$ cat config.mk
export PLATFORM = sky130hd
export DESIGN_NAME = mep_ctrl
export DESIGN_NICKNAME = d
export VERILOG_FILES = /design/src/mep_pkg.sv /design/src/mep_ctrl.sv
export SDC_FILE = /design/constraint.sdc
export NUM_CORES = 1
export LEC_CHECK = 0
export BUFFER_PORTS_ARGS = -buffer_cell sky130_fd_sc_hd__buf_2
export CORE_AREA = 4 4 41 43
export CTS_CLUSTER_SIZE = 20
export DETAILED_ROUTE_END_ITERATION = 10
export DIE_AREA = 0 0 45 47
export PLACE_DENSITY = 0.75
export SKIP_CTS_REPAIR_TIMING = 1
export SLEW_MARGIN = 20
export SYNTH_ARGS = -nofsm -noshare
export SYNTH_HDL_FRONTEND = slang
export SYNTH_SLANG_ARGS = --single-unit
$ cat constraint.sdc
create_clock -name clock -period 3.35 [get_ports clock]
set_clock_uncertainty 0.1 [all_clocks]
set_input_delay 0.5025 -clock clock [delete_from_list [all_inputs] [get_ports clock]]
set_output_delay 0.5025 -clock clock [all_outputs]
set_load 0.02 [all_outputs]
$ cat src/mep_pkg.sv
// ============================================================================
// mep_pkg: shared types and constants of the escape-time pixel block
// Field widths, register indexes, defaults and controller/datapath links.
// ============================================================================
package mep_pkg;

   localparam int MAX_ITER_DEF     = 31;
   localparam int FRAC_BITS_DEF    = 24;
   localparam int MAX_HALF_DIM_DEF = 2048;

   localparam int COL_W      = 11;
   localparam int ROW_W      = 13;
   localparam int DIM_REG_W  = 12;
   localparam int MASK_W     = 8;
   localparam int COLOR_W    = 8;
   localparam int REM_W      = 5;
   localparam int IDX_W      = 12;
   localparam int REQ_DATA_W = 24;
   localparam int RSP_DATA_W = 56;
   localparam int RSP_PAD_W  = RSP_DATA_W - (COLOR_W + 1 + REM_W + 3 * IDX_W);

   localparam int CSR_ADDR_W = 2;
   localparam int CSR_DATA_W = 12;

   localparam logic [CSR_ADDR_W-1:0] CSR_HALF_WIDTH  = 2'd0;
   localparam logic [CSR_ADDR_W-1:0] CSR_HALF_HEIGHT = 2'd1;
   localparam logic [CSR_ADDR_W-1:0] CSR_COLOR_MASK  = 2'd2;

   localparam logic [DIM_REG_W-1:0] HALF_WIDTH_RST  = 12'd400;
   localparam logic [DIM_REG_W-1:0] HALF_HEIGHT_RST = 12'd400;
   localparam logic [MASK_W-1:0]    COLOR_MASK_RST  = 8'd255;

   typedef struct packed {
      logic load;
      logic div_step;
      logic fix;
      logic mul;
      logic upd;
      logic out_load;
   } cmd_type;

   typedef struct packed {
      logic cnt_zero;
      logic esc_hit;
   } status_type;

endpackage

$ cat src/mep_ctrl.sv
// ============================================================================
// mep_ctrl: controller of the escape-time pixel block
// Sequences mapping division, iterations and the result transfer.
// ============================================================================
module mep_ctrl #(
   parameter int FRAC_BITS = 24
) (
   input  logic                 clock,
   input  logic                 reset,
   input  logic                 req_tvalid,
   output logic                 req_tready,
   output logic                 rsp_tvalid,
   input  logic                 rsp_tready,
   input  mep_pkg::status_type  status,
   output mep_pkg::cmd_type     cmd
);

   import mep_pkg::*;

   localparam int DC_W = $clog2(FRAC_BITS + 1);

   typedef enum logic [5:0] {
      ST_IDLE = 6'b000001,
      ST_DIV  = 6'b000010,
      ST_FIX  = 6'b000100,
      ST_MUL  = 6'b001000,
      ST_UPD  = 6'b010000,
      ST_OUT  = 6'b100000
   } state_type;

   state_type       state_ff, state_in;
   logic [DC_W-1:0] div_cnt_ff, div_cnt_in;
   logic            rsp_tvalid_ff, rsp_tvalid_in;

   always_comb begin
      state_in      = state_ff;
      div_cnt_in    = div_cnt_ff;
      rsp_tvalid_in = rsp_tvalid_ff;
      cmd           = '0;
      if (rsp_tready) rsp_tvalid_in = 1'b0;
      unique case (state_ff)
         ST_IDLE: begin
            if (req_tvalid) begin
               cmd.load   = 1'b1;
               div_cnt_in = '0;
               state_in   = ST_DIV;
            end
         end
         ST_DIV: begin
            cmd.div_step = 1'b1;
            div_cnt_in   = div_cnt_ff + 1'b1;
            if (div_cnt_ff == DC_W'(FRAC_BITS)) state_in = ST_FIX;
         end
         ST_FIX: begin
            cmd.fix  = 1'b1;
            state_in = ST_MUL;
         end
         ST_MUL: begin
            if (status.cnt_zero) begin
               state_in = ST_OUT;
            end else begin
               cmd.mul  = 1'b1;
               state_in = ST_UPD;
            end
         end
         ST_UPD: begin
            cmd.upd  = 1'b1;
            state_in = status.esc_hit ? ST_OUT : ST_MUL;
         end
         ST_OUT: begin
            if (!rsp_tvalid_ff || rsp_tready) begin
               cmd.out_load  = 1'b1;
               rsp_tvalid_in = 1'b1;
               state_in      = ST_IDLE;
            end
         end
         default: state_in = ST_IDLE;
      endcase
   end

   always_ff @(posedge clock) begin
      if (reset) begin
         state_ff      <= ST_IDLE;
         div_cnt_ff    <= '0;
         rsp_tvalid_ff <= 1'b0;
      end else begin
         state_ff      <= state_in;
         div_cnt_ff    <= div_cnt_in;
         rsp_tvalid_ff <= rsp_tvalid_in;
      end
   end

   assign req_tready = state_ff == ST_IDLE;
   assign rsp_tvalid = rsp_tvalid_ff;

endmodule

### After elaboration in Yosys (flattened, before gate mapping)

Cells that the tools add are included.

* register bits: 12
* input port bits: 6
* output and inout bits: 8
* word-level logic and storage cells: 39

* $add $sub $neg: 1
* eq/ne operators: 10
* muxes and demuxes: 20
* reductions and logical operators: 5

Operators by type and width (number)
* one-hot mux 6 bit (6 select lines): 1
* 2-to-1 mux 6 bit: 5
* 2-to-1 mux 1 bit: 12
* one-hot mux 5 bit (2 select lines): 1
* equality test 6 x 1 -> 1 bit, second input constant: 1
* equality test 6 x 2 -> 1 bit, second input constant: 1
* equality test 6 x 3 -> 1 bit, second input constant: 1
* equality test 6 x 4 -> 1 bit, second input constant: 1
* equality test 6 x 5 -> 1 bit, second input constant: 1
* equality test 6 bit, second input constant: 1
* != test 2 bit, second input constant: 3
* adder 5 x 1 -> 5 bit, second input constant: 1
* equality test 5 bit, second input constant: 1
* 2-to-1 mux 5 bit: 1
* AND reduction 3 bit: 1
* AND reduction 2 bit: 1
* nonzero test 2 bit: 1
* logical NOT 1 bit: 1
* logical OR 1 bit: 1

### Longest topological paths before layout

Gate-level depths: netlist (run 1).

* depth in word-level cells: 4
* depth in mapped cells: 6
* mapped depth without buffers: 6

### Worst setup path before layout (run 1)

No wires, ideal clock.

* path type: reg2out
* from: register state_ff[0]
* to: output cmd[2] (netlist name)
* arrival: 1.245 ns
* required time: 2.747 ns
* slack: 1.503 ns
* stages on the path, launching flop included: 3
* buffers on the path: 0
* path through: dfxtp_1 or4_4 nor3_2

RTL lines
* start: declaration: line mep_ctrl.sv:31 `state_type state_ff, state_in;`
* start signal: assignment: line mep_ctrl.sv:87 `state_ff <= state_in;`
* end: declaration: line mep_ctrl.sv:15 `output mep_pkg::cmd_type cmd`

==> impl_metrics.json, run 1 <==
{
  "period_minus_slack_ps": 2250,
  "cp_max_fo": 8,
  "worstHoldStart": "rsp_tvalid",
  "first_pass_iters": 4,
  "period_share_pct": 67.3,
  "dieHeight_um": 47,
  "finalHoldViolations": 0,
  "hold-path-cell-count": 2,
  "ys_types": 31,
  "grt_pass1_vias": 546,
  "port_buffers": 13,
  "synth_ff_type": "dfxtp_1",
  "pin_count": 14,
  "dp_hpwl_um": 1050,
  "diodes": 0,
  "clock_sinks": 12,
  "ff2ff_path_depth": 4,
  "die_area_sq_mm": 0.00212,
  "num_vias": 620,
  "hp-class": "reg -> reg",
  "htree_levels": 1,
  "worst_pin_slew_ps": 500,
  "synth-seq-cells": 12,
  "fin_setup_tns_ps": 0,
  "powerDensity_mw_per_mm2": 554,
  "p_leak_nw": 0.350,
  "antenna_found_initial": 0,
  "syn2layout_area_growth_pct": 15.2,
  "routabilityCongestion": 0.826,
  "synth_top_cell_area_share_pct": 35.5,
  "status": "complete, no violations",
  "viasPerCell": 5.59,
  "vdd_ir_drop_max_uv": 361,
  "syn-num-nets": 89,
  "hold_ws_ps": 382,
  "clk_latency_ps": 270,
  "min_to": "rsp_tvalid",
  "final_core_util_pct": 59.9,
  "crit_type": "reg -> out",
  "synth_area_per_cell_sq_um": 8.36,
  "rows": 13,
  "rsz0062_at_grt": "no",
  "start_util_pct": 52.0,
  "root_buffer": "clkbuf_4",
  "grt.total_usage_pct": 15.1,
  "slew_headroom_pct": 66.3,
  "cts_tree": "done",
  "grt_pass1_wl_um": 2340,
  "fp.dieW_um": 45,
  "worstReg2RegStart": "state_ff[3]",
  "cts_made_buffers": 3,
  "syn_area_sq_um": 677,
  "coreArea_sq_mm": 0.00130,
  "ant_nets": 0,
  "postSynthCellCount": 81,
  "fin_nets": 106,
  "grt_overflow": 0,
  "cap_violations": 0,
  "ys.warnings.count": 0,
  "drive_above_1_share_pct": 22.9,
  "synth-seq-area-share_pct": 35.5,
  "final-setup-viol-count": 0,
  "crit_required_ps": 2750,
  "synth_async_sr_flop_share_pct": 0,
  "cts_max_path_buffers": 2,
  "nFillCells": 120,
  "synth_top_cell_by_area": "dfxtp_1",
  "slew_violations": 0,
  "max_freq_ghz": 0.444,
  "finalWirelength_um": 1370,
  "crit_path_end_kind": "output pin",
  "cp-start-kind": "flop",
  "yosys-top-cells-area": "dfxtp_1, a21oi_1, nand3_1",
  "clk_pin_slew_ps": 70,
  "grt_max_degree": 11,
  "r2r_end": "state_ff[4]",
  "drt_iter0_drc": 17,
  "wl_per_cell_um": 12.4,
  "synth_edf_count": 0,
  "rrSetupSlack_ps": 1580,
  "crit_arrival_ps": 1650,
  "drc": 0
}
worst max path at each step:
stage                      startpoint  endpoint  slack (ps)  depth (start not counted)
after floorplan           state_ff[0]    cmd[2]        1500                          2
after global placement    state_ff[0]    cmd[2]        1420                          3
after detailed placement  state_ff[3]    cmd[5]        1410                          4
after CTS                 state_ff[3]    cmd[5]        1100                          4
after global routing      state_ff[3]    cmd[5]         940                          4
final                     state_ff[3]    cmd[5]        1100                          4
synth_stat cells, types with 2 or more instances:
library cell	number
nand3_1	6
o31ai_1	2
a31oi_1	2
a21oi_1	6
inv_2	2
nor3_1	3
xor2_1	3
nor2_1	4
and2_1	3
nor2b_1	3
nand4_1	2
nand4b_1	2
nand2b_1	4
dfxtp_1	12
inv_1	7
and3_1	2
nand2_1	3
ha_1	2
flip-flops by register name, indices dropped and copies added, names as in the netlist:
name / count
rsp_tvalid: 1
state_ff: 6
div_cnt_ff: 5
layout make-up:
| class | count | area, sq um | share of cell area [%] |
|---|---|---|---|
| well taps | 15 | 18.8 | 2.41 |
| clock buffers | 3 | 22.5 | 2.89 |
| flip-flops and latches | 12 | 240 | 30.8 |
| multi-input cells | 59 | 399 | 51.2 |
| repair buffers | 13 | 65.1 | 8.35 |
| inverters | 9 | 33.8 | 4.33 |
worst max-delay path: stages, from the launching register on:
cell	delay [ps]
dfxtp_1	370
nor4_4	490
nand3_1	230
inv_2	120
buf_2	170
kinds of logic (layout without fill, tap and decap cells):
group,Yosys count,after routing,share of synthesized area (%)
adders and majority gates,2,2,3.70
AOI/OAI and AO/OA,13,13,12.6
muxes,1,1,1.48
DFF,12,12,35.5
xor gates and xnor gates,3,3,3.88
and+or+nand+nor,40,40,37.3
buffers and inverters,10,25,5.55
cell usage in the layout, fill, tap and decap left out:
cell,count
a2111o_1,1
a21oi_1,6
a31oi_1,2
and2_1,3
and3_1,2
buf_2,13
clkbuf_4,3
dfxtp_1,12
ha_1,2
inv_1,7
inv_2,2
mux2i_1,1
nand2_1,3
nand2_2,1
nand2b_1,4
nand3_1,6
nand3b_1,1
nand4_1,2
nand4b_1,2
nor2_1,4
nor2b_1,3
nor3_1,3
nor3_2,1
nor4_1,1
nor4_4,1
o21ba_1,1
o22ai_1,1
o31ai_1,2
or2_0,1
or4_1,1
or4_4,1
xor2_1,3
per-layer routing:
metal,track usage [%],vias to the layer above,wire length (um)
met5,0,-,0
met4,8.77,0,31
met3,2.30,5,101
met2,21.8,23,607
met1,21.1,276,630
li1,-,316,-
stage by stage:
step	std cells	cell area, sq um	worst slack (ps)	power, mW
floorplan	81	677	1500	0.303
global placement	108	757	1420	0.345
detailed placement	108	757	1410	0.345
CTS	111	779	1100	0.435
global route	111	779	945	0.464
finish	111	779	1100	0.432
where the power goes:
group	internal, mW	switching [mW]
Sequential	0.157	0.0264
Clock	0.0416	0.0461
Combinational	0.0653	0.0955
No activity file was read; power rests on OpenSTA's default activity.
==> inputs of run 2 (changes only) <==
Settings changed: CORE_AREA 4 4 41 43 to not set, CORE_MARGIN set to 4, CORE_UTILIZATION set to 51, DIE_AREA 0 0 45 47 to not set.
Clock period 3.35 ns to 2.3 ns, I/O delays scaled along.
==> run 2 against run 1 <==
- routed wire length decreased by 5.0%
- clock power increased by 86%
- total power increased by 53%
- via count decreased by 2.7%
- die area decreased by 6.7%
==> impl_metrics.json, run 2 (same netlist as run 1, synthesis figures left out) <==
{
  "status": "complete, no violations",
  "powerDensity_mw_per_mm2": 837,
  "crit_type": "reg -> out",
  "wirelength_met1_um": 670,
  "viasPerCell": 5.43,
  "grt_pass1_wl_um": 2310,
  "rrSetupSlack_ps": 560,
  "grt_max_degree": 11,
  "nFillCells": 113,
  "critPathMaxStageDelay_ps": 490,
  "largest_register_ffs": 6,
  "met2_wirelength_um": 547,
  "regMostFlops": "state_ff",
  "htree_levels": 1,
  "fp.dieW_um": 44.4,
  "worstReg2RegStart": "state_ff[3]",
  "grt_overflow": 0,
  "cp_max_fo": 8,
  "final-setup-viol-count": 0,
  "r2r_end": "state_ff[4]",
  "p_comb_share_pct": 35.4,
  "seqPwrFrac_pct": 39.9,
  "final_cell_mix": "buf_2, dfxtp_1, inv_1",
  "min_to": "rsp_tvalid",
  "wl_per_cell_um": 11.7,
  "diodes": 0,
  "p_leak_nw": 0.357,
  "grt_pass1_vias": 537,
  "clk_pin_slew_ps": 70,
  "drc": 0,
  "wl_met3_um": 76,
  "antenna_found_initial": 0,
  "cts_max_path_buffers": 2,
  "register_area_sq_um": 240,
  "clock_sinks": 12,
  "cap_violations": 0,
  "cts_tree": "done",
  "switchingPower_mw": 0.242,
  "worst_pin_slew_ps": 506,
  "final_core_util_pct": 67.6,
  "vdd_ir_drop_max_uv": 617,
  "p_clk_share_pct": 24.7,
  "ant_nets": 0,
  "clk_latency_ps": 270,
  "drt_iter0_drc": 15,
  "rsz0062_at_grt": "no",
  "routabilityCongestion": 0.930,
  "worstHoldStart": "rsp_tready",
  "route.top_layer_used": "met4",
  "first_pass_iters": 4,
  "syn2layout_area_growth_pct": 17.0,
  "crit_required_ps": 1860,
  "cp_cell_sequence": "nor4_4, nand3_1, inv_2, buf_2",
  "finalHoldViolations": 0,
  "crit_arrival_ps": 1640,
  "internal_power_mw": 0.421,
  "grt.total_usage_pct": 16.2,
  "hold-path-cell-count": 3,
  "final_common_cell": "buf_2",
  "hold_ws_ps": 251,
  "root_buffer": "clkbuf_4",
  "multi_input_area_sq_um": 399,
  "crit_path_end_kind": "output pin",
  "start_util_pct": 57.8,
  "dp_hpwl_um": 1060,
  "port_buffers": 13,
  "cp-start-kind": "flop",
  "die_area_sq_mm": 0.00197,
  "critical-path-slowest-cell": "nor4_4",
  "pin_count": 14,
  "hp-class": "in -> reg",
  "drive_above_1_share_pct": 23.7,
  "slew_violations": 0,
  "sw_frac_of_total_pct": 36.5,
  "period_share_pct": 90.8,
  "dieHeight_um": 44.4,
  "fin_setup_tns_ps": 0,
  "cts_made_buffers": 3,
  "finalWirelength_um": 1300,
  "slew_headroom_pct": 65.9,
  "period_minus_slack_ps": 2090,
  "rows": 12,
  "num_vias": 603,
  "ff2ff_path_depth": 4,
  "coreArea_sq_mm": 0.00117,
  "fin_nets": 106,
  "max_freq_ghz": 0.479
}
[run 2: cell count changes in the layout (fill, tap and decap cells not counted), sizes merged]
cell | before | now
clkbuf | 3 | 4
[run 2: critical path, delay by kind of cell (launching register included)]
kind	cells	cell delay, ps
buf+inv	2	290
simple gates	2	730
flops	1	360
[run 2: worst max path at each step]
stage / to / cells after the start / from
6_report: cmd[5] / 4 / state_ff[3]
5_1_grt: cmd[0] / 4 / state_ff[3]
4_1_cts: cmd[5] / 4 / state_ff[3]
3_5_place_dp: cmd[5] / 4 / state_ff[3]
3_3_place_gp: cmd[2] / 3 / state_ff[0]
2_1_floorplan: cmd[2] / 2 / state_ff[0]
[run 2: routing by layer]
layer,track usage (%),vias up
li1,-,322
met3,7.32,2
met2,22.4,13
met4,5.42,0
met1,22.1,266
met5,0,-
[run 2: area by class of cell]
class	instances	area share, %
inverters	9	4.27
clock buffers	4	4.58
flip-flops and latches	12	30.3
multi-input cells	59	50.4
repair buffers	13	8.21
well taps	14	2.21
[run 2: through the flow]
| step | setup WS [ps] | total power, mW | cells | cell area, sq um |
|---|---|---|---|---|
| finish | 212 | 0.663 | 111 | 792 |
| global route | 99.7 | 0.715 | 111 | 792 |
| CTS | 224 | 0.670 | 111 | 792 |
| detailed placement | 531 | 0.504 | 107 | 756 |
| global placement | 543 | 0.502 | 107 | 756 |
| floorplan | 610 | 0.442 | 81 | 677 |
[run 2: power by group through the flow]
stage          clock network [mW]  logic, mW  registers [mW]
3_3_place_gp                    0      0.233           0.269
6_report                    0.163      0.235           0.265
2_1_floorplan                   0      0.181           0.261
4_1_cts                     0.170      0.236           0.264
5_1_grt                     0.182      0.262           0.270
3_5_place_dp                    0      0.234           0.269
==> inputs of run 3 (changes only) <==
Settings changed: ABC_AREA set to 1.
==> run 3 against run 2 <==
- worst setup slack better by 210 ps
- routed wire length is 3.9% higher
- synthesized cell count is 27% higher
- register-to-register slack better by 440 ps
- clock power is 2% higher
- highest routed layer unchanged
- via count is 8.1% higher
- largest power group unchanged
- combinational power is 63% lower
- area after synthesis is 4.1% higher
- flip-flop and latch count stayed put
==> impl_metrics.json, run 3 <==
{
  "status": "complete, no violations",
  "post_dp_cell_area_sq_um": 788,
  "synth_top_cell_area_share_pct": 34.1,
  "worst_pin_slew_ps": 265,
  "die_area_sq_mm": 0.00204,
  "final_cell_mix": "inv_1, nand2_1, nor2_1",
  "routabilityCongestion": 0.888,
  "period_share_pct": 81.8,
  "finalHoldViolations": 0,
  "fin_setup_tns_ps": 0,
  "synth-seq-area-share_pct": 34.1,
  "clock_sinks": 12,
  "num_vias": 652,
  "largest_register_ffs": 6,
  "fin_nets": 129,
  "viasPerCell": 4.83,
  "period_minus_slack_ps": 1880,
  "crit_path_end_kind": "output pin",
  "cts_max_path_buffers": 2,
  "synth_ff_type": "dfxtp_1",
  "vdd_ir_drop_max_uv": 332,
  "max_freq_ghz": 0.531,
  "slew_violations": 0,
  "clk_latency_ps": 270,
  "final-setup-viol-count": 0,
  "ys_types": 22,
  "dp_hpwl_um": 1100,
  "crit_type": "reg -> out",
  "sw_frac_of_total_pct": 28.5,
  "finalWirelength_um": 1350,
  "hp-class": "in -> reg",
  "p_clk_share_pct": 35.3,
  "synth_async_sr_flop_share_pct": 0,
  "grt_pass1_wl_um": 2170,
  "ys.warnings.count": 0,
  "htree_levels": 1,
  "grt_max_degree": 10,
  "cp_max_fo": 4,
  "wl_per_cell_um": 10.0,
  "root_buffer": "clkbuf_4",
  "syn_area_sq_um": 704,
  "slew_headroom_pct": 82.3,
  "regMostFlops": "state_ff",
  "crit_family": "simple AND/OR/NAND/NOR gates",
  "syn-num-nets": 111,
  "powerDensity_mw_per_mm2": 575,
  "setup_ws_ps": 418,
  "p_comb_share_pct": 18.5,
  "rows": 13,
  "cap_violations": 0,
  "rsz0062_at_grt": "no",
  "cts_made_buffers": 3,
  "p_leak_nw": 0.428,
  "crit_required_ps": 1860,
  "pre_cts_ws_ps": 732,
  "stdcell_area_sq_um": 825,
  "syn2layout_area_growth_pct": 17.1,
  "grt.total_usage_pct": 14.8,
  "switchingPower_mw": 0.135,
  "internal_power_mw": 0.339,
  "clk_pin_slew_ps": 80,
  "cp_cell_sequence": "nor2_1, nand3_1, or2_1, inv_1, buf_2",
  "critPathMaxStageDelay_ps": 340,
  "final_common_cell": "inv_1",
  "yosys-top-cells-area": "dfxtp_1, inv_1, nand2_1",
  "grt_pass1_vias": 536,
  "crit_arrival_ps": 1440,
  "synth_edf_count": 0,
  "coreArea_sq_mm": 0.00130,
  "start_util_pct": 54.1,
  "drt_iter0_drc": 11,
  "pin_count": 14,
  "final_core_util_pct": 63.4,
  "synth_top_cell_by_area": "dfxtp_1",
  "ant_nets": 0,
  "fp.dieW_um": 45.2,
  "yosysMostFrequentCell": "inv_1",
  "path_buf_inv": 2,
  "antenna_found_initial": 0,
  "port_buffers": 13,
  "cp-start-kind": "flop",
  "critical-path-slowest-cell": "dfxtp_1",
  "cts_tree": "done",
  "dieHeight_um": 45.2,
  "drive_above_1_share_pct": 25.0,
  "synth_common_cells": "inv_1, nand2_1, nor2_1",
  "first_pass_iters": 4,
  "synth_area_per_cell_sq_um": 6.84,
  "diodes": 0,
  "hold_ws_ps": 232,
  "postSynthCellCount": 103,
  "synth-seq-cells": 12,
  "grt_overflow": 0,
  "seqPwrFrac_pct": 46.2,
  "drc": 0
}
run 3: cell types whose count changed in the layout (fill, tap and decap cells not counted), sizes merged, moves of 3 or more:
cell    delta
nor2b      -3
nand2b     -4
nor2      +18
nand2     +15
nand4      +3
and2       -3
inv       +14
run 3: area by class of cell:
cell class	instances	area (sq um)
fill	130	477
sequential	12	240
multi-input combinational	68	375
timing repair buffer	13	65.1
tap	15	18.8
inverter	23	88.8
clock buffer	4	36.3
run 3: worst register-to-register path: stages (launching register included):
cell	delay, ps
dfxtp_1	340
nor2_2	230
nand3_4	140
inv_4	130
nand2_1	110
nand3_2	90
nor3_1	50
run 3: final timing paths:
| check | startpoint | to | slack [ps] | depth (start not counted) |
|---|---|---|---|---|
| max | state_ff[0] | cmd[2] | 420 | 5 |
| min | reset | state_ff[1] | 230 | 2 |
| max reg2reg | state_ff[2] | state_ff[2] | 1000 | 6 |
| min reg2reg | div_cnt_ff[4] | div_cnt_ff[4] | 380 | 2 |
run 3: logic make-up (layout without fill, tap and decap cells):
group	after synthesis	after routing	share of synthesized area, %
compound gates	8	8	7.11
xor+xnor	1	1	1.24
fa+ha+maj	2	2	3.55
buf+inv	23	40	12.6
flops	12	12	34.1
simple gates	57	57	41.4
run 3: per-layer routing:
layer | track usage, % | vias to the layer above | routed length [um]
met5 | 0 | - | 0
li1 | - | 352 | -
met3 | 3.98 | 2 | 70
met2 | 24.9 | 10 | 675
met1 | 17.1 | 288 | 595
met4 | 7.02 | 0 | 12
run 3: per-stage QoR:
stage	cells	total power, mW
detailed placement	131	0.312
CTS	135	0.480
global route	135	0.499
finish	135	0.474
floorplan	103	0.288
global placement	131	0.311
run 3: power groups by stage:
stage	clock network, mW	registers, mW	logic, mW
after floorplan	0	0.223	0.0648
after global placement	0	0.224	0.0878
after detailed placement	0	0.224	0.0885
after CTS	0.172	0.219	0.0888
after global routing	0.179	0.220	0.0998
final	0.167	0.219	0.0877
